`config.mk`:
```
export PLATFORM = sky130hd
export DESIGN_NAME = ght_ram
export DESIGN_NICKNAME = d
export VERILOG_FILES = /design/src/design/generational_handle_table_top_defines.svh /design/src/design/ght_ram.sv
export SDC_FILE = /design/constraint.sdc
export NUM_CORES = 1
export LEC_CHECK = 0
export BUFFER_PORTS_ARGS = -buffer_cell sky130_fd_sc_hd__clkbuf_2
export CAP_MARGIN = 15
export CORE_ASPECT_RATIO = 2
export CORE_MARGIN = 3
export CORE_UTILIZATION = 45
export DETAILED_ROUTE_END_ITERATION = 8
export PLACE_DENSITY = 0.73
export SYNTH_ARGS = -nofsm -noshare
export SYNTH_HDL_FRONTEND = slang
export SYNTH_SLANG_ARGS = --single-unit
```
`constraint.sdc`:
```
create_clock -name clk -period 3.8 [get_ports clk]
set_clock_uncertainty 0.1 [all_clocks]
set_input_delay 0.76 -clock clk [delete_from_list [all_inputs] [get_ports clk]]
set_output_delay 0.76 -clock clk [all_outputs]
set_load 0.05 [all_outputs]
```
`src/design/generational_handle_table_top_defines.svh`:
```
// ----------------------------------------------------------------------------
// generational handle table assertion macros
// shared property forms used by the top design file
// ----------------------------------------------------------------------------
`ifndef GENERATIONAL_HANDLE_TABLE_TOP_DEFINES_SVH
`define GENERATIONAL_HANDLE_TABLE_TOP_DEFINES_SVH

// same-cycle implication, checked out of reset
`define GHT_ASSERT_NOW(label, ante, cons) \
  label: assert property (@(posedge clk) disable iff (!rst_n) (ante) |-> (cons)) \
    else $error("handle table check failed");

// next-cycle implication, checked out of reset
`define GHT_ASSERT_NEXT(label, ante, cons) \
  label: assert property (@(posedge clk) disable iff (!rst_n) (ante) |=> (cons)) \
    else $error("handle table check failed");

`endif

```
`src/design/ght_ram.sv`:
```
// ----------------------------------------------------------------------------
// ght_ram
// simple dual-port ram, one write and one registered read per cycle
// ----------------------------------------------------------------------------
module ght_ram #(
  parameter int WIDTH = 8,
  parameter int DEPTH = 16
) (
  input  logic                     clk,
  input  logic                     we,
  input  logic [$clog2(DEPTH)-1:0] waddr,
  input  logic [WIDTH-1:0]         wdata,
  input  logic                     re,
  input  logic [$clog2(DEPTH)-1:0] raddr,
  output logic [WIDTH-1:0]         rdata
);

  logic [WIDTH-1:0] mem [DEPTH];

  always_ff @(posedge clk) begin
    if (we) mem[waddr] <= wdata;
  end

  always_ff @(posedge clk) begin
    if (re) rdata <= mem[raddr];
  end

endmodule

```
# Word-level counts from Yosys, hierarchy flattened
# Memory sizes are Yosys's and may differ from the RTL's. A register that Yosys moved wholly into a read port is not among the register bits.
# Cells that the tools add are included.
# word_totals
register_bits	0
mem_bits_rw	128
input_bits	19
wordCells	3
mem_count	1
# mem_list
name	depth	width	rd	rd_ports_with_merged_regs	write_ports	line	source
mem	16	8	1	1	1	ght_ram.sv:18	logic [WIDTH-1:0] mem [DEPTH];
# op_classes
muxes	2
# op_table
operator	n
$mux W1	2

# Longest topological paths before layout
# Gate-level depths: netlist of the first run.
# depth
word_depth	2
ltp_mapped	5
mapped_depth_nobuf	3

# Least setup slack after synthesis of the first run
# No wires, ideal clock.
# synth_path
path_kind	in2reg
from	input waddr[2]
to	memory mem[0][0], enable pin
setup_ns	0.383
t_arrival_ns	1.870
required_time_ns	3.317
path_slack_ns	1.447
path_stages	2
n_path_buf	0
path_cell_list	or3b_2 -> nor3_1
# synth_rtl
element	line	source
from (decl)	ght_ram.sv:11	input logic [$clog2(DEPTH)-1:0] waddr,
to (decl)	ght_ram.sv:18	
# Straight into the memory's write port.

==> metrics.md, run 1 <==
| Metric | Value |
|---|---|
| Iteration-0 DRC Markers | `176` |
| TritonRoute pass-1 iters | `4` |
| Crit start category | `input pin` |
| Hold path startpoint | `re` |
| Hold WC Path Type | `input pin to flip-flop` |
| Post-DP HPWL | `6420 um` |
| Crit-path leading delay family | `multiplexers` |
| PnR Total Power | `3.54 mW` |
| Worst VDD drop | `0.000356 V` |
| Nets | `288` |
| Comb power frac | `4.7%` |
| RR Endpoint | `rdata[5]` |
| DIE WIDTH | `82.2 um` |
| Clock latency on the worst-skew pair | `0.41 ns` |
| Total CTS buffers | `17` |
| Hold depth | `1` |
| Share of layout cells above drive strength 1 | `28.4%` |
| Final Slew Violations | `0` |
| Final period util | `59.4%` |
| Antenna Cells | `0` |
| I/O Buffers | `26` |
| Die area | `0.0130 sq mm` |
| Setup TNS | `0 ns` |
| Routed length per instance | `22.6 um` |
| WP data required | `3.86 ns` |
| Core box area | `0.0114 sq mm` |
| GRT overflow | `0` |
| Mean post-synth cell area | `22.8 sq um` |
| Vias in the first global route | `2555` |
| Layout area overhead | `16.6%` |
| Initial Util | `46.0%` |
| Buf/Inv on CP | `2` |
| CTS sink count | `136` |
| Worst R2R Start | `mem[1][5]` |
| Area of the multi-input gates | `0.00106 sq mm` |
| Critical path endpoint category | `flip-flop` |
| Routability cong. | `0.774` |
| Placement Setup Slack | `1.09 ns` |
| Most frequent cells in the layout | `edfxtp_1 (136), clkbuf_2 (26), mux4_2 (18)` |
| Gr usage total | `16.9%` |
| Top-level port count | `27` |
| Critical Path Slowest Stage Cell | `mux4_1` |
| Hold_buf cts | `0` |
| Run status | `finished, final reports clean` |
| Critical path type | `input pin to flip-flop` |
| Root buf cell | `clkbuf_16` |
| Worst slew margin | `32.8%` |
| First-pass GRT wire length | `15000 um` |
| Via density | `5.57` |
| Reg power frac | `48.0%` |
| Leak | `2.04 nW` |
| Endpoints failing setup | `0` |
| Fin crit period | `2.26 ns` |
| Max-cap viol count | `0` |
| Power Dens Cells | `581 mW/mm^2` |
| Antenna violations before repair | `0` |
| Clock Tree Buf Depth | `2` |
| End of the worst hold path | `rdata[1]` |
| RSZ-0062 raised after global routing | `no` |
| Site Rows | `55` |
| Drt drc | `0` |
| Fin. Hold Viols | `0` |
| Seq/Total Area, Yosys | `78.1%` |
| Final setup margin | `1.54 ns` |
| Vias | `2363` |
| Mapped Area | `0.00523 sq mm` |
| Internal | `2.84 mW` |
| Fmax | `443 MHz` |
| #FFs+latches synth | `136` |
| Synth Instances | `229` |
| Cell Chain, Critical Path | `clkbuf_2 > buf_4 > mux4_1 > a22oi_1 > nand2_1` |
| Worst Path Arrival | `2.32 ns` |
| Switching share of power | `19.7%` |
| Setup Buffers After CTS | `0` |
| R2R depth | `3` |
| Pin count of the biggest net entering global routing | `33` |
| Most common cell after layout, fill and taps aside | `edfxtp_1` |
| Die Ht | `158 um` |
| Post-Syn Nets | `248` |
| CTS clk-pin slew, worst paths | `0.06 ns` |
| CP Max Fanout | `32` |
| Fillers | `861` |
| Clock share of power | `47.3%` |
| Area taken by flip-flops and latches | `0.00408 sq mm` |
| Reg-to-reg setup timing slack | `2.25 ns` |
| H-tree depth | `4` |
| Post-synth cell types | `18` |
| CP max stage delay | `0.63 ns` |
| DRT antenna net count | `0` |
| Net Switching | `0.697 mW` |
| CTS tree | `yes` |
| Routed wire length | `9580 um` |
| Worst slew pin tran | `1.00 ns` |
| Quantity of gates resized following cts | `0` |
| YS warnings | `0` |
[Yosys cell counts]
cell type | instances | area share, %
and2_1 | 1 | 0.12
or3b_2 | 1 | 0.17
nand3_1 | 1 | 0.096
and2b_1 | 1 | 0.14
nor2b_1 | 1 | 0.12
buf_2 | 3 | 0.29
a22oi_1 | 16 | 2.3
nor3_1 | 4 | 0.38
nand3b_1 | 2 | 0.29
nand2_1 | 9 | 0.65
buf_4 | 1 | 0.14
buf_6 | 3 | 0.65
mux4_1 | 14 | 7.0
clkdlybuf4s25_2 | 3 | 0.57
mux4_2 | 18 | 7.8
nor2_1 | 13 | 0.93
edfxtp_1 | 136 | 78
nand2b_1 | 2 | 0.24
[flip-flops by register name (all words and copies together), names as in the netlist]
register and count:
mem 128, rdata 8
[per-stage QoR]
step	util [%]	hold WS, ns	instance area [sq um]	instances
4_1_cts	53.7	0.648	6100	424
5_1_grt	53.7	0.654	6100	424
3_5_place_dp	48.3	0.635	5490	392
2_1_floorplan	-	0.605	5230	229
6_report	53.7	0.638	6100	424
3_3_place_gp	48.3	0.629	5490	392
[power groups by stage]
stage          registers (mW)  logic [mW]  clock network, mW
6_report                 1.70       0.166               1.67
5_1_grt                  1.70       0.182               1.78
4_1_cts                  1.70       0.170               1.70
3_5_place_dp             1.73       0.169                  0
3_3_place_gp             1.73       0.165                  0
2_1_floorplan            1.75      0.0853                  0
[worst max-delay path by stage]
stage | from | endpoint | slack, ns | cells after the start
after floorplan | waddr[2] | mem[0][0] | 1.45 | 2
after global placement | raddr[0] | rdata[2] | 1.10 | 5
after detailed placement | raddr[0] | rdata[2] | 1.09 | 5
after CTS | raddr[0] | rdata[1] | 1.52 | 5
after global routing | raddr[0] | rdata[2] | 1.42 | 5
final | raddr[0] | rdata[2] | 1.54 | 5
[layout make-up]
class | instances | share of cell area, %
Tap cell | 142 | 2.91
Sequential cell | 136 | 67.0
Multi-Input combinational cell | 83 | 17.3
Timing Repair Buffer | 31 | 2.75
Clock inverter | 13 | 2.91
Clock buffer | 19 | 7.10
[routing by layer]
metal	up-vias	global-route usage [%]	routed length [um]
met1	1227	18.8	3390
met3	15	4.53	345
met2	60	29.4	5660
met4	0	7.84	188
met5	-	0	0
li1	1061	-	-
[cell families after synthesis]
group / synth area share (%)
compound gates: 2.30
buf+inv: 1.65
flops: 78.1
mux: 14.8
simple gates: 3.14
Power figures use the tool's default switching activity.
==> inputs of run 2 (changes only) <==
==> constraint.sdc (replaced) <==
create_clock -name clk -period 2.17 [get_ports clk]
set_clock_uncertainty 0.1 [all_clocks]
set_input_delay 0.434 -clock clk [delete_from_list [all_inputs] [get_ports clk]]
set_output_delay 0.434 -clock clk [all_outputs]
set_load 0.05 [all_outputs]
==> metrics.md, run 2 (same netlist as run 1, synthesis figures left out) <==
| Metric | Value |
|---|---|
| Drt drc | `0` |
| Cell area after layout | `0.00627 sq mm` |
| WP data required | `2.22 ns` |
| First-pass GRT wire length | `15600 um` |
| Critical path endpoint category | `flip-flop` |
| Placed insts | `411` |
| Total CTS buffers | `17` |
| Die Ht | `158 um` |
| Die area | `0.0130 sq mm` |
| Gr usage total | `17.6%` |
| Crit start category | `input pin` |
| Vias | `2444` |
| Clock share of power | `46.6%` |
| Antenna Cells | `0` |
| Net Switching | `1.27 mW` |
| CTS sink count | `136` |
| Worst slew margin | `69.2%` |
| H-tree depth | `4` |
| Endpoints failing setup | `0` |
| Leak | `2.15 nW` |
| Final non-filler cell total | `443` |
| Most frequent cells in the layout | `edfxtp_1 (136), clkbuf_2 (26), buf_4 (21)` |
| Worst slew pin tran | `0.460 ns` |
| Crit-path leading delay family | `multiplexers` |
| I/O Buffers | `26` |
| Iteration-0 DRC Markers | `307` |
| CTS tree | `yes` |
| Antenna violations before repair | `0` |
| Final period util | `75.9%` |
| GRT overflow | `0` |
| Site Rows | `55` |
| Reg power frac | `48.3%` |
| Max-cap viol count | `0` |
| Setup Buffers After CTS | `0` |
| Gr busiest metal | `met2` |
| Hold_buf cts | `0` |
| Comb power frac | `5.1%` |
| Worst VDD drop | `0.000529 V` |
| Share of layout cells above drive strength 1 | `33.2%` |
| CP startpoint | `raddr[0]` |
| Post-DP HPWL | `6860 um` |
| Hold slack | `0.304 ns` |
| Hold WC Path Type | `input pin to flip-flop` |
| Hold path startpoint | `re` |
| PnR Total Power | `6.16 mW` |
| Buf/Inv on CP | `2` |
| Quantity of gates resized following cts | `0` |
| Core box area | `0.0114 sq mm` |
| Critical path type | `input pin to flip-flop` |
| Via density | `5.52` |
| CP max stage delay | `0.55 ns` |
| DRT antenna net count | `0` |
| TritonRoute pass-1 iters | `4` |
| Routed length per instance | `22.3 um` |
| Worst Path Arrival | `1.70 ns` |
| Initial Util | `46.0%` |
| Pin count of the biggest net entering global routing | `33` |
| CTS clk-pin slew, worst paths | `0.06 ns` |
| Met3 Track Usage GR | `4.70%` |
| Fin crit period | `1.65 ns` |
| Placed Area | `0.00567 sq mm` |
| Fin. Hold Viols | `0` |
| Max reg flops | `128` |
| Most common cell after layout, fill and taps aside | `edfxtp_1` |
| Top reg by flops | `mem` |
| Routability cong. | `0.762` |
| Root buf cell | `clkbuf_16` |
| Cell Chain, Critical Path | `clkbuf_2 > buf_12 > mux4_1 > a22oi_1 > nand2_1` |
| CP Max Fanout | `12` |
| Fmax | `608 MHz` |
| Vias in the first global route | `2678` |
| Layout area overhead | `19.9%` |
| Run status | `finished, final reports clean` |
| Top-level port count | `27` |
| Clock Tree Buf Depth | `2` |
| Power Dens Cells | `983 mW/mm^2` |
| Internal | `4.89 mW` |
| Worst R2R Start | `mem[0][1]` |
| Largest regs | `mem: 128 flops, rdata: 8 flops` |
| DIE WIDTH | `82.2 um` |
| Setup TNS | `0 ns` |
| Nets | `307` |
| Switching share of power | `20.6%` |
| Met1 usage | `20.2%` |
| Clock latency on the worst-skew pair | `0.41 ns` |
| Routed wire length | `9860 um` |
| Final Slew Violations | `0` |
| Met2 GRT Util | `29.4%` |
| RSZ-0062 raised after global routing | `no` |
| Critical Path Slowest Stage Cell | `mux4_1` |
## run 2: worst paths after layout
kind                                 end  slack (ns)  depth (start not counted)
worst max-delay path            rdata[1]        0.52                          5
worst min-delay path            rdata[6]        0.30                          1
worst max register to register  rdata[1]        0.60                          3
worst min register to register  rdata[2]        0.64                          3
## run 2: stage by stage
step,utilization [%],worst slack [ns]
detailed placement,49.9,0.0901
finish,55.2,0.524
CTS,55.2,0.521
global placement,49.9,0.0980
global route,55.2,0.446
floorplan,-,0.143
## run 2: per-layer routing
| layer | share of wire [%] | up-vias |
|---|---|---|
| li1 | - | 1097 |
| met1 | 36 | 1257 |
| met2 | 58 | 79 |
| met3 | 4.5 | 11 |
| met4 | 1.9 | 0 |
| met5 | 0 | - |
## run 2: power by group through the flow
stage / combinational [mW] / clock, mW / sequential (mW)
finish: 0.314 / 2.87 / 2.98
global route: 0.343 / 3.04 / 2.98
CTS: 0.319 / 2.91 / 2.98
detailed placement: 0.318 / 0 / 3.03
global placement: 0.312 / 0 / 3.03
floorplan: 0.149 / 0 / 3.07
## run 2: worst reg2reg max path, cell delays in order (launching register included)
cell and delay [ns]:
edfxtp_1 0.38, mux4_1 0.49, a22oi_1 0.24, nand2_1 0.10
## run 2: area by class of cell
class / count / area [sq um]
fill: 844 / 5090
clock buffer: 18 / 429
multi-input combinational: 83 / 1060
tap: 142 / 178
sequential: 136 / 4080
timing repair buffer: 50 / 348
clock inverter: 14 / 173
